===== config.mk =====
export PLATFORM = sky130hd
export DESIGN_NAME = terminal_escape_sequence_parser
export DESIGN_NICKNAME = d
export VERILOG_FILES = /design/src/rtl/core/tesp_pkg.sv /design/src/rtl/core/terminal_escape_sequence_parser.sv
export SDC_FILE = /design/constraint.sdc
export NUM_CORES = 1
export LEC_CHECK = 0
export ABC_AREA = 1
export BUFFER_PORTS_ARGS = -buffer_cell sky130_fd_sc_hd__buf_2
export CAP_MARGIN = 20
export CORE_MARGIN = 1
export CORE_UTILIZATION = 40
export DETAILED_ROUTE_END_ITERATION = 10
export GPL_TIMING_DRIVEN = 0
export SYNTH_ARGS = -nofsm -noshare
export SYNTH_HDL_FRONTEND = slang
export SYNTH_SLANG_ARGS = --single-unit

===== constraint.sdc =====
create_clock -name clock -period 6.5 [get_ports clock]
set_input_delay 0.975 -clock clock [delete_from_list [all_inputs] [get_ports clock]]
set_output_delay 0.975 -clock clock [all_outputs]
set_load 0.005 [all_outputs]

===== src/rtl/core/tesp_pkg.sv =====
// ----------------------------------------------------------------------------
// tesp_pkg
// Types and constants shared by the terminal escape-sequence parser.
// ----------------------------------------------------------------------------
package tesp_pkg;

   localparam int MAX_PARAMS        = 16;
   localparam int MAX_INTERMEDIATES = 2;
   localparam int MAX_OSC_BYTES     = 512;
   localparam int PIDX_W            = $clog2(MAX_PARAMS);
   localparam int PCNT_W            = $clog2(MAX_PARAMS + 1);
   localparam int IIDX_W            = (MAX_INTERMEDIATES > 1) ? $clog2(MAX_INTERMEDIATES) : 1;
   localparam int ICNT_W            = $clog2(MAX_INTERMEDIATES + 1);
   localparam int OCNT_W            = $clog2(MAX_OSC_BYTES);

   localparam logic [30:0] CLAMP_LIMIT = 31'd100000000;
   localparam logic [30:0] OMITTED     = '1;

   localparam logic [7:0] B_CAN = 8'h18;
   localparam logic [7:0] B_SUB = 8'h1A;
   localparam logic [7:0] B_ESC = 8'h1B;
   localparam logic [7:0] B_DEL = 8'h7F;
   localparam logic [7:0] B_ST  = 8'h9C;
   localparam logic [7:0] B_BEL = 8'h07;
   localparam logic [7:0] B_BSL = 8'h5C;

   typedef enum logic [3:0] {
      EV_PRINT   = 4'd0,
      EV_EXECUTE = 4'd1,
      EV_ESC     = 4'd2,
      EV_CSI     = 4'd3,
      EV_HOOK    = 4'd4,
      EV_PUT     = 4'd5,
      EV_UNHOOK  = 4'd6,
      EV_OSC_PUT = 4'd7,
      EV_OSC_END = 4'd8
   } event_type;

   typedef enum logic [1:0] {
      EL_HEADER = 2'd0,
      EL_PARAM  = 2'd1,
      EL_INTER  = 2'd2
   } element_type;

   typedef enum logic [3:0] {
      S_GROUND, S_ESC, S_ESC_INT, S_CSI_ENTRY, S_CSI_PARAM, S_CSI_INT,
      S_CSI_IGN, S_DCS_ENTRY, S_DCS_PARAM, S_DCS_INT, S_DCS_PASS, S_DCS_IGN,
      S_OSC, S_SOS
   } parse_type;

   // sequencer phases
   typedef enum logic [2:0] {
      PH_IDLE, PH_DIGIT, PH_HEADER, PH_PARAMS, PH_INTERS
   } phase_type;

   typedef struct packed {
      event_type   kind;
      element_type elem;
      logic [7:0]  byte_value;
      logic [30:0] param_value;
      logic [7:0]  marker;
      logic [4:0]  pcount;
      logic [1:0]  icount;
      logic [8:0]  slen;
      logic        last;
   } result_type;

endpackage


===== src/rtl/core/terminal_escape_sequence_parser.sv =====
// ----------------------------------------------------------------------------
// terminal_escape_sequence_parser
// VT/ANSI escape-sequence automaton with parameter memory and dispatch runs.
// ----------------------------------------------------------------------------
// Usage: one terminal byte per item enters on req_ (tdata = in_byte). Results
// leave on rsp_, one event per item; rsp_tlast marks the final result caused
// by one input byte. Bytes that cause no result produce nothing.
// Parameters live in a 16-entry synchronous RAM with a registered read port.
// A digit that extends an open parameter is a read-modify-write (read, then
// multiply-add and write back); a parameter's first digit is written directly.
// Other bytes emit at most one result, except those that start a dispatch run.
// A dispatch run holds input and emits the header, parameters, intermediates,
// one per cycle while output has space; each read is issued an element ahead.
// The output register accepts its next result while the previous is taken,
// so a stalled receiver stops the parser only when the register is full.
// Reset (synchronous, active high) returns to ground with empty collections;
// parameters are written before use, so the RAM needs no clearing.
// ----------------------------------------------------------------------------
module terminal_escape_sequence_parser (
   input  logic        clock,
   input  logic        reset,
   input  logic        req_tvalid,
   output logic        req_tready,
   input  logic [7:0]  req_tdata,    // [7:0] in_byte
   output logic        rsp_tvalid,
   input  logic        rsp_tready,
   output logic [71:0] rsp_tdata,    // event_kind[3:0], element_kind[5:4],
                                     // byte_value[13:6], param_value[44:14],
                                     // marker_byte[52:45], param_count[57:53],
                                     // inter_count[59:58], string_length[68:60]
   output logic        rsp_tlast     // last
);

   // parameter memory
   logic [30:0] pmem [tesp_pkg::MAX_PARAMS];
   logic [30:0] prd_ff;
   logic        pwe;
   logic [tesp_pkg::PIDX_W-1:0] pwa, pra;
   logic [30:0] pwd;

   always_ff @(posedge clock) begin
      if (pwe) pmem[pwa] <= pwd;
      prd_ff <= pmem[pra];
   end

   tesp_pkg::parse_type state_ff, state_in, origin_ff, origin_in;
   tesp_pkg::phase_type phase_ff, phase_in;
   logic [tesp_pkg::PCNT_W-1:0] ptot_ff, ptot_in;
   logic popen_ff, popen_in, povf_ff, povf_in;
   logic [7:0] inter_ff [tesp_pkg::MAX_INTERMEDIATES];
   logic [7:0] inter_in [tesp_pkg::MAX_INTERMEDIATES];
   logic [tesp_pkg::ICNT_W-1:0] itot_ff, itot_in;
   logic iovf_ff, iovf_in;
   logic [7:0] mark_ff, mark_in;
   logic [tesp_pkg::OCNT_W-1:0] ocnt_ff, ocnt_in;
   logic oovf_ff, oovf_in;
   // run bookkeeping
   tesp_pkg::event_type rkind_ff, rkind_in;
   logic [7:0] rfin_ff, rfin_in, dig_ff, dig_in;
   logic rwp_ff, rwp_in;
   logic [tesp_pkg::PCNT_W-1:0] ridx_ff, ridx_in;
   logic [tesp_pkg::ICNT_W-1:0] iidx_ff, iidx_in;

   tesp_pkg::result_type out_ff, out_in, res;
   logic ovalid_ff, ovalid_in, emit;

   logic space, take;
   assign space = !ovalid_ff || rsp_tready;
   assign take  = req_tvalid && req_tready;
   assign req_tready = (phase_ff == tesp_pkg::PH_IDLE) && space;

   logic [tesp_pkg::PCNT_W-1:0] pc_run;
   assign pc_run = rwp_ff ? ptot_ff : '0;

   always_comb begin
      logic [7:0] b;
      logic is_int, is_dig, is_fin, is_sep, is_mrk, csi, dcs;
      logic [1:0] ph;
      logic [34:0] prod;
      b = req_tdata;
      state_in = state_ff; origin_in = origin_ff; phase_in = phase_ff;
      ptot_in = ptot_ff; popen_in = popen_ff; povf_in = povf_ff;
      inter_in = inter_ff; itot_in = itot_ff; iovf_in = iovf_ff;
      mark_in = mark_ff; ocnt_in = ocnt_ff; oovf_in = oovf_ff;
      rkind_in = rkind_ff; rfin_in = rfin_ff; rwp_in = rwp_ff;
      ridx_in = ridx_ff; iidx_in = iidx_ff; dig_in = dig_ff;
      pwe = 1'b0; pwa = ptot_ff[tesp_pkg::PIDX_W-1:0]; pwd = '0;
      pra = ptot_ff[tesp_pkg::PIDX_W-1:0];
      res = '0; emit = 1'b0;
      prod = '0;
      is_int = b >= 8'h20 && b <= 8'h2F;
      is_dig = b >= 8'h30 && b <= 8'h39;
      is_fin = b >= 8'h40 && b <= 8'h7E;
      is_sep = b == 8'h3A || b == 8'h3B;
      is_mrk = b >= 8'h3C && b <= 8'h3F;
      csi = state_ff == tesp_pkg::S_CSI_ENTRY || state_ff == tesp_pkg::S_CSI_PARAM
         || state_ff == tesp_pkg::S_CSI_INT;
      dcs = state_ff == tesp_pkg::S_DCS_ENTRY || state_ff == tesp_pkg::S_DCS_PARAM
         || state_ff == tesp_pkg::S_DCS_INT;
      ph = (state_ff == tesp_pkg::S_CSI_ENTRY || state_ff == tesp_pkg::S_DCS_ENTRY)
         ? 2'd0 : (state_ff == tesp_pkg::S_CSI_PARAM
         || state_ff == tesp_pkg::S_DCS_PARAM) ? 2'd1 : 2'd2;

      unique case (phase_ff)
         tesp_pkg::PH_DIGIT: begin
            // prd_ff holds the open parameter; multiply-add and write back
            pwa = ptot_ff[tesp_pkg::PIDX_W-1:0] - 1'b1;
            prod = {4'd0, prd_ff} * 35'd10 + {31'd0, dig_ff[3:0]};
            pwd = prod[30:0];
            pwe = prd_ff < tesp_pkg::CLAMP_LIMIT;
            phase_in = tesp_pkg::PH_IDLE;
         end
         tesp_pkg::PH_HEADER, tesp_pkg::PH_PARAMS, tesp_pkg::PH_INTERS: begin
            pra = ridx_ff[tesp_pkg::PIDX_W-1:0];
            if (space) begin
               emit = 1'b1;
               res.kind = rkind_ff;
               if (phase_ff == tesp_pkg::PH_HEADER) begin
                  res.elem = tesp_pkg::EL_HEADER;
                  res.byte_value = rfin_ff;
                  res.marker = rwp_ff ? mark_ff : 8'd0;
                  res.pcount = 5'(pc_run);
                  res.icount = 2'(itot_ff);
               end else if (phase_ff == tesp_pkg::PH_PARAMS) begin
                  res.elem = tesp_pkg::EL_PARAM;
                  res.param_value = prd_ff;
               end else begin
                  res.elem = tesp_pkg::EL_INTER;
                  res.byte_value = inter_ff[iidx_ff[tesp_pkg::IIDX_W-1:0]];
               end
               // next element
               if (phase_ff == tesp_pkg::PH_INTERS) iidx_in = iidx_ff + 1'b1;
               else if (phase_ff == tesp_pkg::PH_PARAMS) ridx_in = ridx_ff + 1'b1;
               priority if (phase_ff != tesp_pkg::PH_INTERS
                  && ridx_in < pc_run) begin
                  phase_in = tesp_pkg::PH_PARAMS;
                  pra = ridx_in[tesp_pkg::PIDX_W-1:0];
               end else if (iidx_in < itot_ff) begin
                  phase_in = tesp_pkg::PH_INTERS;
               end else begin
                  phase_in = tesp_pkg::PH_IDLE;
               end
               res.last = phase_in == tesp_pkg::PH_IDLE;
               if (phase_in == tesp_pkg::PH_IDLE && rkind_ff == tesp_pkg::EV_CSI)
                  state_in = tesp_pkg::S_GROUND;
            end
         end
         default: begin
            if (take) begin
               res.last = 1'b1;
               res.byte_value = b;
               priority if (b == tesp_pkg::B_CAN || b == tesp_pkg::B_SUB) begin
                  state_in = tesp_pkg::S_GROUND;
                  emit = 1'b1; res.kind = tesp_pkg::EV_EXECUTE;
               end else if (b == tesp_pkg::B_ESC) begin
                  origin_in = (state_ff == tesp_pkg::S_OSC
                     || state_ff == tesp_pkg::S_DCS_PASS
                     || state_ff == tesp_pkg::S_DCS_IGN
                     || state_ff == tesp_pkg::S_SOS) ? state_ff : tesp_pkg::S_GROUND;
                  ptot_in = '0; popen_in = 1'b0; povf_in = 1'b0;
                  itot_in = '0; iovf_in = 1'b0; mark_in = '0;
                  state_in = tesp_pkg::S_ESC;
               end else if (state_ff == tesp_pkg::S_GROUND) begin
                  emit = 1'b1;
                  res.kind = b <= 8'h1F ? tesp_pkg::EV_EXECUTE : tesp_pkg::EV_PRINT;
               end else if (state_ff == tesp_pkg::S_ESC
                  || state_ff == tesp_pkg::S_ESC_INT) begin
                  priority if (b <= 8'h1F) begin
                     emit = 1'b1; res.kind = tesp_pkg::EV_EXECUTE;
                  end else if (b == tesp_pkg::B_DEL) begin
                  end else if (state_ff == tesp_pkg::S_ESC && b == tesp_pkg::B_BSL
                     && origin_ff != tesp_pkg::S_GROUND) begin
                     res.byte_value = '0;
                     if (origin_ff == tesp_pkg::S_OSC) begin
                        emit = 1'b1; res.kind = tesp_pkg::EV_OSC_END;
                        res.slen = 9'(ocnt_ff);
                     end else if (origin_ff == tesp_pkg::S_DCS_PASS) begin
                        emit = 1'b1; res.kind = tesp_pkg::EV_UNHOOK;
                     end
                     origin_in = tesp_pkg::S_GROUND;
                     state_in = tesp_pkg::S_GROUND;
                  end else begin
                     if (state_ff == tesp_pkg::S_ESC) origin_in = tesp_pkg::S_GROUND;
                     priority if (is_int) begin
                        if (itot_ff >= tesp_pkg::ICNT_W'(tesp_pkg::MAX_INTERMEDIATES))
                           iovf_in = 1'b1;
                        else begin
                           inter_in[itot_ff[tesp_pkg::IIDX_W-1:0]] = b;
                           itot_in = itot_ff + 1'b1;
                        end
                        state_in = tesp_pkg::S_ESC_INT;
                     end else if (state_ff == tesp_pkg::S_ESC && b == 8'h5B)
                        state_in = tesp_pkg::S_CSI_ENTRY;
                     else if (state_ff == tesp_pkg::S_ESC && b == 8'h5D) begin
                        ocnt_in = '0; oovf_in = 1'b0; state_in = tesp_pkg::S_OSC;
                     end else if (state_ff == tesp_pkg::S_ESC && b == 8'h50)
                        state_in = tesp_pkg::S_DCS_ENTRY;
                     else if (state_ff == tesp_pkg::S_ESC
                        && (b == 8'h58 || b == 8'h5E || b == 8'h5F))
                        state_in = tesp_pkg::S_SOS;
                     else if (b >= 8'h30 && b <= 8'h7E) begin
                        rkind_in = tesp_pkg::EV_ESC; rfin_in = b; rwp_in = 1'b0;
                        ridx_in = '0; iidx_in = '0;
                        phase_in = tesp_pkg::PH_HEADER;
                        state_in = tesp_pkg::S_GROUND;
                     end
                  end
               end else if (csi || dcs) begin
                  priority if (b <= 8'h1F) begin
                     if (csi) begin
                        emit = 1'b1; res.kind = tesp_pkg::EV_EXECUTE;
                     end
                  end else if (b == tesp_pkg::B_DEL) begin
                  end else if (ph == 2'd2 && is_int) begin
                     if (itot_ff >= tesp_pkg::ICNT_W'(tesp_pkg::MAX_INTERMEDIATES))
                        iovf_in = 1'b1;
                     else begin
                        inter_in[itot_ff[tesp_pkg::IIDX_W-1:0]] = b;
                        itot_in = itot_ff + 1'b1;
                     end
                  end else if (ph == 2'd2 && b >= 8'h30 && b <= 8'h3F) begin
                     state_in = csi ? tesp_pkg::S_CSI_IGN : tesp_pkg::S_DCS_IGN;
                  end else if (ph != 2'd2 && is_dig) begin
                     state_in = csi ? tesp_pkg::S_CSI_PARAM : tesp_pkg::S_DCS_PARAM;
                     if (!povf_ff) begin
                        if (!popen_ff) begin
                           if (ptot_ff >= tesp_pkg::PCNT_W'(tesp_pkg::MAX_PARAMS))
                              povf_in = 1'b1;
                           else begin
                              // new parameter opens at the digit's value
                              pwe = 1'b1; pwd = {27'd0, b[3:0]};
                              ptot_in = ptot_ff + 1'b1; popen_in = 1'b1;
                           end
                        end else begin
                           pra = ptot_ff[tesp_pkg::PIDX_W-1:0] - 1'b1;
                           dig_in = b;
                           phase_in = tesp_pkg::PH_DIGIT;
                        end
                     end
                  end else if (ph != 2'd2 && is_sep) begin
                     state_in = csi ? tesp_pkg::S_CSI_PARAM : tesp_pkg::S_DCS_PARAM;
                     if (!povf_ff) begin
                        if (ptot_ff >= tesp_pkg::PCNT_W'(tesp_pkg::MAX_PARAMS))
                           povf_in = 1'b1;
                        else begin
                           if (!popen_ff) begin
                              pwe = 1'b1; pwd = tesp_pkg::OMITTED;
                              ptot_in = ptot_ff + 1'b1;
                           end
                           popen_in = 1'b0;
                        end
                     end
                  end else if (ph != 2'd2 && is_mrk) begin
                     if (ph == 2'd0) begin
                        mark_in = b;
                        state_in = csi ? tesp_pkg::S_CSI_PARAM : tesp_pkg::S_DCS_PARAM;
                     end else
                        state_in = csi ? tesp_pkg::S_CSI_IGN : tesp_pkg::S_DCS_IGN;
                  end else if (ph != 2'd2 && is_int) begin
                     if (itot_ff >= tesp_pkg::ICNT_W'(tesp_pkg::MAX_INTERMEDIATES))
                        iovf_in = 1'b1;
                     else begin
                        inter_in[itot_ff[tesp_pkg::IIDX_W-1:0]] = b;
                        itot_in = itot_ff + 1'b1;
                     end
                     state_in = csi ? tesp_pkg::S_CSI_INT : tesp_pkg::S_DCS_INT;
                  end else if (is_fin) begin
                     if (csi) begin
                        state_in = tesp_pkg::S_GROUND;
                        if (!povf_ff && !iovf_ff) begin
                           // ground is set when the run ends
                           state_in = state_ff;
                           rkind_in = tesp_pkg::EV_CSI; rfin_in = b; rwp_in = 1'b1;
                           ridx_in = '0; iidx_in = '0;
                           phase_in = tesp_pkg::PH_HEADER;
                        end
                     end else begin
                        rkind_in = tesp_pkg::EV_HOOK; rfin_in = b; rwp_in = 1'b1;
                        ridx_in = '0; iidx_in = '0;
                        phase_in = tesp_pkg::PH_HEADER;
                        state_in = tesp_pkg::S_DCS_PASS;
                     end
                  end else begin
                     state_in = csi ? tesp_pkg::S_CSI_IGN : tesp_pkg::S_DCS_IGN;
                  end
               end else if (state_ff == tesp_pkg::S_CSI_IGN) begin
                  if (b <= 8'h1F) begin
                     emit = 1'b1; res.kind = tesp_pkg::EV_EXECUTE;
                  end else if (is_fin) state_in = tesp_pkg::S_GROUND;
               end else if (state_ff == tesp_pkg::S_DCS_PASS) begin
                  if (b == tesp_pkg::B_ST) begin
                     emit = 1'b1; res.kind = tesp_pkg::EV_UNHOOK; res.byte_value = '0;
                     state_in = tesp_pkg::S_GROUND;
                  end else if (b != tesp_pkg::B_DEL) begin
                     emit = 1'b1; res.kind = tesp_pkg::EV_PUT;
                  end
               end else if (state_ff == tesp_pkg::S_OSC) begin
                  if (b == tesp_pkg::B_BEL || b == tesp_pkg::B_ST) begin
                     emit = 1'b1; res.kind = tesp_pkg::EV_OSC_END; res.byte_value = '0;
                     res.slen = 9'(ocnt_ff);
                     state_in = tesp_pkg::S_GROUND;
                  end else if (b > 8'h1F && !oovf_ff) begin
                     if ({1'b0, ocnt_ff} + 1'b1 >=
                        (tesp_pkg::OCNT_W+1)'(tesp_pkg::MAX_OSC_BYTES))
                        oovf_in = 1'b1;
                     else begin
                        ocnt_in = ocnt_ff + 1'b1;
                        emit = 1'b1; res.kind = tesp_pkg::EV_OSC_PUT;
                     end
                  end
               end else begin
                  if (b == tesp_pkg::B_ST) state_in = tesp_pkg::S_GROUND;
               end
               // a dispatch header goes out in its own cycle
               if (phase_in == tesp_pkg::PH_HEADER) emit = 1'b0;
               if (phase_in == tesp_pkg::PH_HEADER && rkind_in != tesp_pkg::EV_ESC)
                  rwp_in = 1'b1;
            end
         end
      endcase
      out_in = emit ? res : out_ff;
      ovalid_in = emit || (ovalid_ff && !rsp_tready);
   end

   always_ff @(posedge clock) begin
      if (reset) begin
         state_ff <= tesp_pkg::S_GROUND; origin_ff <= tesp_pkg::S_GROUND;
         phase_ff <= tesp_pkg::PH_IDLE;
         ptot_ff <= '0; popen_ff <= 1'b0; povf_ff <= 1'b0;
         itot_ff <= '0; iovf_ff <= 1'b0; mark_ff <= '0;
         ocnt_ff <= '0; oovf_ff <= 1'b0; ovalid_ff <= 1'b0;
      end else begin
         state_ff <= state_in; origin_ff <= origin_in; phase_ff <= phase_in;
         ptot_ff <= ptot_in; popen_ff <= popen_in; povf_ff <= povf_in;
         itot_ff <= itot_in; iovf_ff <= iovf_in; mark_ff <= mark_in;
         ocnt_ff <= ocnt_in; oovf_ff <= oovf_in; ovalid_ff <= ovalid_in;
      end
      inter_ff <= inter_in; rkind_ff <= rkind_in; rfin_ff <= rfin_in;
      rwp_ff <= rwp_in; ridx_ff <= ridx_in; iidx_ff <= iidx_in; dig_ff <= dig_in;
      out_ff <= out_in;
   end

   assign rsp_tvalid = ovalid_ff;
   assign rsp_tlast  = out_ff.last;
   assign rsp_tdata  = {3'd0, out_ff.slen, out_ff.icount, out_ff.pcount, out_ff.marker,
                        out_ff.param_value, out_ff.byte_value, out_ff.elem, out_ff.kind};

endmodule

==> results of run 1 <==
## per-layer routing
layer | wire length (um) | track usage (%)
met1 | 45300 | 33.4
met2 | 46000 | 37.9
met3 | 6540 | 2.70
met4 | 3890 | 9.19
met5 | 0 | 0
## power breakdown
part           internal [uW]  switching [uW]  leakage [uW]
clock                   2370            1800       0.00116
combinational           3160            8370       0.00881
sequential              5620             252       0.00622
## area by class of cell
cell class / instances / area [um2] / area share (%)
Antenna cell: 2 / 5.00 / 0.0131
Timing Repair Buffer: 112 / 945 / 2.48
Tap cell: 1070 / 1340 / 3.52
Inverter: 554 / 2080 / 5.46
Sequential cell: 677 / 19600 / 51.5
Clock inverter: 31 / 339 / 0.890
Buffer: 153 / 781 / 2.05
Clock buffer: 102 / 2060 / 5.41
Multi-Input combinational cell: 2200 / 10900 / 28.7
## through the flow
step	setup slack [ns]	power, uW	hold WS [ns]	utilization (%)
after floorplan	2.39	13000	0.425	-
after global placement	0.246	17200	0.436	42.6
after detailed placement	1.90	17300	0.435	43.4
after CTS	2.08	21500	0.444	46.4
after global routing	1.67	22800	0.479	46.4
final	2.00	21600	0.443	46.4
## flip-flops by register name, indices dropped and copies added, names as in the netlist, 3 cells and up
register   flops
ocnt_ff        9
ptot_ff        5
rfin_ff        8
dig_ff         4
mark_ff        8
origin_ff      4
ridx_ff        5
rkind_ff       4
state_ff       4
phase_ff       3
pmem         496
prd_ff        31
rsp_tdata     69
inter_ff      16
## path summary, 6_finish.rpt
path                            slack, ns  cells after the start   startpoint         end
worst min register to register       0.44                      2   mark_ff[7]  mark_ff[7]
worst min-delay path                 0.44                      2   mark_ff[7]  mark_ff[7]
worst max-delay path                 2.00                     16  phase_ff[0]   prd_ff[4]
worst max register to register       2.00                     16  phase_ff[0]   prd_ff[4]
## placed cells by master (no fill, tap or decap), drive strengths merged, types with 4 or more instances in the layout
master    n
o22ai    13
a211oi    6
clkbuf  131
nand2   798
xor2     12
nand3   672
a32o      7
o31ai     6
o21ai    92
nor2    261
a21oi    80
clkinv   22
a31oi     4
nand3b   70
xnor2     6
ha       67
nor3     26
dfxtp    71
and2      4
buf     236
edfxtp  606
nor4      4
inv     557
nand4    44
## logic make-up after synthesis
| logic type | after synthesis |
|---|---|
| adders and majority gates | 69 |
| AOI/OAI and AO/OA | 224 |
| DFF | 677 |
| muxes | 1 |
| other | 1 |
| xor gates and xnor gates | 18 |
| and+or+nand+nor | 1885 |
| buffers and inverters | 707 |
## worst min-delay path: stages (launching register included)
cell and delay (ns):
dfxtp_1 0.30, inv_1 0.06, nor3_1 0.05
==> impl_metrics.csv, run 1 <==
group,metric,value,unit
synthesis,synth_edf_count,606,
synthesis,synth_common_cells,"nand2_1 (791), nand3_1 (671), edfxtp_1 (606)",
sta,hold_violations,0,
clock_network,cts_tree,"yes",
status,outcome,"complete, no violations",
global_routing,grt_pass1_vias,24100,
synthesis,synth_flop_cell,"edfxtp_1",
finish,num-fill-cells,7703,
critical_path,cp_slowest_cell,"nor3_2",
sta,fmax,222,MHz
clock_network,clock_sinks,677,
pwr,p_per_area,567,nW/um2
floorplan,dieArea,84200,um2
synthesis,synth_compound_area_share,3.81,%
detailed_routing,first_iter_violations,2743,
critical_path,critPathLaunchType,"flop",
finish,drive_gt1_share,10.1,%
clock_network,insertion_delay,0.65,ns
synthesis,postSynthAreaPerCell,9.28,um2
clock_network,cts_hold_buf,0,
clock_network,clockRootBuffer,"clkbuf_16",
detailed_routing,dr.pass1.iters,7,
detailed_routing,vias_per_cell,5.29,
sta,rsz0062_at_grt,"false",
critical_path,crit_type,"reg -> reg",
pwr,vdd_drop_max,0.000449,V
clock_network,cts.clk_slew.worst_paths,0.06,ns
critical_path,crit_chain,"inv_1 -> nor3_2 -> clkbuf_1 -> clkbuf_1 -> ha_1 -> or2_1 -> inv_2 -> nand2_2 -> buf_2 -> buf_2 -> nand3_1 -> nand2_1 -> nand2_1 -> nand3_1 -> nand3_1 -> nand2_1",
global_routing,grt_usage,23.8,%
finish,fin_cells,4901,
sta,worst_pin_slew,1.01,ns
critical_path,worst-path-buf-inv,6,
placement,place_hpwl,73.2,mm
floorplan,rows,105,
synthesis,synth_warnings,0,
critical_path,arrival,5.05,ns
clock_network,cts.repair.resized,0,
placement,dp_cells,4766,
critical_path,max_stage_delay,0.66,ns
synthesis,synthSimpleGateAreaFrac,25.4,%
synthesis,synth_top_family_by_area,"simple AND/OR/NAND/NOR gates",
synthesis,syn_inst,3582,
synthesis,seq_area_frac_synth,59.0,%
synthesis,synth.most_common_cell,"nand2_1",
global_routing,antenna_found_initial,0,
critical_path,critPathMaxFanout,10,
clock_network,clock_path_buffers,3,
floorplan,die_w,290,um
sta,final-max-slew-violation-count,0,
synthesis,muxShareOfSynthArea,0.0301,%
placement,place_area,35700,um2
hold_path,hp-class,"reg -> reg",
global_routing,globalRouteOverflowTotal,0,
synthesis,synth_cell_types,53,
detailed_routing,drc,0,
synthesis,synth_top_area_share,54.8,%
detailed_routing,wirelength,102,mm
synthesis,async_reset_ff_share,0,%
clock_network,htree_num_levels,3,
flow_run,cap_violations,0,
clock_network,post_cts_buffers,0,
clock_network,cts_buffers,75,
synthesis,yosysTopAreaCell,"edfxtp_1",
placement,portBuffers,83,
floorplan,die_y,290,um
finish,syn_to_final_growth,14.6,%
global_routing,grt_max_degree,60,
floorplan,start_util,40.5,%
synthesis,synth_xor_xnor_area_share,0.474,%
critical_path,required,7.05,ns
detailed_routing,via_count,25900,
floorplan,core_region_area,82100,um2
synthesis,yosys.area_share.adder,2.64,%
floorplan,io_pins,87,
sta,finClkSkew,0.0509,ns
detailed_routing,avgRoutedWirePerCell,20.8,um
detailed_routing,drtAntennaViolNets,0,
finish,stdcell_area,38100,um2
sta,period_needed,4.50,ns
synthesis,ys_ff_latch,677,
pwr,p_leak,0.0162,uW
critical_path,crit_family,"buffers and inverters",
sta,max_slew_margin,31.7,%
sta,tns,0,ns
finish,final_nets,3854,
synthesis,yosys-top-cells-area,"edfxtp_1 (55%), nand3_1 (10%), nand2_1 (8.9%)",
sta,period_share,69.3,%
global_routing,grt_pass1_wl,151,mm
sta,setup_viol,0,
synthesis,syn-cell-area,33200,um2
placement,gp_routability_congestion,0.944,
critical_path,critPathCaptureType,"flop",
(Power assumes the default switching activity.)
==> inputs of run 2 (changes only) <==
clock period = 4.4 ns   (was 6.5 ns; I/O delays follow)
==> run 2 against run 1 <==
Via count grew 0.11%; die area is the same; clock power grew 48%; flip-flop and latch count is the same; clock skew grew 0.0018 ns; hold slack lost 0.19 ns; critical path depth shrank 1; core utilization grew 0.098 points; first-iteration DRC count shrank 2.6%; combinational power grew 49%.
==> impl_metrics.csv, run 2 (same netlist as run 1, synthesis figures left out) <==
group,metric,value,unit
floorplan,die_w,290,um
finish,final_common_cell,"nand2_1",
finish,largest_register_ffs,496,
pwr,switchingPower,15500,uW
detailed_routing,first_iter_violations,2671,
finish,drive_gt1_share,10.5,%
placement,gp_routability_congestion,0.944,
sta,fmax,239,MHz
global_routing,grt_max_degree,60,
clock_network,cts_tree,"yes",
floorplan,start_util,40.5,%
global_routing,globalRouteOverflowTotal,0,
finish,layout_common_cells,"nand2_1 (782), nand3_1 (671), edfxtp_1 (606), inv_1 (540), nor2_1 (236)",
sta,tns,0,ns
sta,period_needed,4.19,ns
detailed_routing,top_layer_used,"met4",
status,outcome,"complete, no violations",
finish,final_nets,3854,
sta,max_slew_margin,30.2,%
pwr,vdd_drop_max,0.000641,V
pwr,p_leak,0.0162,uW
critical_path,arrival,4.67,ns
detailed_routing,avgRoutedWirePerCell,20.8,um
sta,worst_pin_slew,1.04,ns
global_routing,antenna_found_initial,0,
pwr,pwr-share-comb,53.6,%
clock_network,clockRootBuffer,"clkbuf_16",
clock_network,insertion_delay,0.65,ns
detailed_routing,wl_met2,46.1,mm
clock_network,cts_buffers,75,
clock_network,clock_path_buffers,3,
floorplan,io_pins,87,
pwr,finalPower,32000,uW
floorplan,core_region_area,82100,um2
clock_network,clock_sinks,677,
global_routing,grt_pass1_vias,24100,
floorplan,dieArea,84200,um2
hold_path,hp-class,"in -> reg",
critical_path,critPathCaptureType,"flop",
global_routing,grt_pass1_wl,151,mm
critical_path,required,4.88,ns
clock_network,post_cts_buffers,0,
detailed_routing,wl_met1,44.7,mm
critical_path,critPathMaxFanout,10,
sta,hold_violations,0,
sta,period_share,95.3,%
floorplan,rows,105,
detailed_routing,via_count,26000,
detailed_routing,routed-wl-met3,7.04,mm
placement,portBuffers,83,
placement,place_hpwl,73.2,mm
flow_run,cap_violations,0,
detailed_routing,drtAntennaViolNets,0,
sta,final-max-slew-violation-count,0,
sta,finClkSkew,0.0528,ns
detailed_routing,dr.pass1.iters,6,
critical_path,crit_type,"reg -> reg",
placement,dpl_worst_slack,-0.00579,ns
sta,setup_viol,0,
global_routing,grt_usage,23.8,%
clock_network,cts.repair.resized,1,
clock_network,cts_hold_buf,0,
finish,top_register,"pmem",
clock_network,htree_num_levels,3,
sta,finalWorstSetupSlack,0.208,ns
pwr,pwr-share-seq,27.1,%
clock_network,cts.clk_slew.worst_paths,0.06,ns
floorplan,die_y,290,um
finish,syn_to_final_growth,14.8,%
detailed_routing,vias_per_cell,5.30,
detailed_routing,drc,0,
pwr,p_per_area,838,nW/um2
critical_path,critPathLaunchType,"flop",
detailed_routing,wirelength,102,mm
pwr,switching_share,48.3,%
pwr,p_clk_share,19.3,%
pwr,internal-power,16500,uW
[run 2: power by group through the flow]
| stage | registers (uW) | logic, uW | clock network, uW |
|---|---|---|---|
| after floorplan | 8730 | 10500 | 0 |
| after global placement | 8880 | 16600 | 0 |
| after detailed placement | 8800 | 16800 | 0 |
| after CTS | 8680 | 16900 | 6240 |
| after global routing | 8730 | 18600 | 6450 |
| final | 8670 | 17100 | 6170 |
[run 2: final cells by class]
cell class	count	area (um2)
antenna	1	2.50
buffer	153	802
clock buffer	102	2060
clock inverter	31	339
fill	7687	44000
inverter	554	2080
multi-input combinational	2200	11000
sequential	677	19600
tap	1070	1340
timing repair buffer	112	945
[run 2: worst max-delay path, stage by stage, from the launching register on]
cell	delay, ns
dfxtp_1	0.43
inv_1	0.14
nor3_4	0.48
clkbuf_1	0.48
clkbuf_1	0.54
ha_1	0.25
or2_1	0.11
inv_2	0.03
nand2_2	0.24
buf_2	0.29
buf_2	0.39
nand3_1	0.13
nand3_1	0.11
nand3_1	0.10
nand3_1	0.11
nand2_1	0.17
[run 2: worst paths after layout]
path / from / endpoint / slack [ns] / cells after the start
max: phase_ff[0] / prd_ff[21] / 0.21 / 15
min reg2reg: mark_ff[7] / mark_ff[7] / 0.44 / 2
max reg2reg: phase_ff[0] / prd_ff[21] / 0.21 / 15
min: reset / mark_ff[1] / 0.26 / 2
[run 2: routing by layer]
layer | up-vias | global-route usage [%]
met5 | - | 0
met4 | 0 | 9.19
li1 | 12400 | -
met3 | 179 | 2.70
met1 | 12400 | 33.4
met2 | 1018 | 37.9
[run 2: per-stage QoR]
step	util, %	std cells	hold WS [ns]	cell area [um2]
after global placement	42.6	4737	0.436	35000
after global routing	46.5	4899	0.252	38200
after floorplan	-	3584	0.425	33200
final	46.5	4900	0.257	38200
after CTS	46.4	4899	0.237	38100
after detailed placement	43.4	4766	0.435	35700
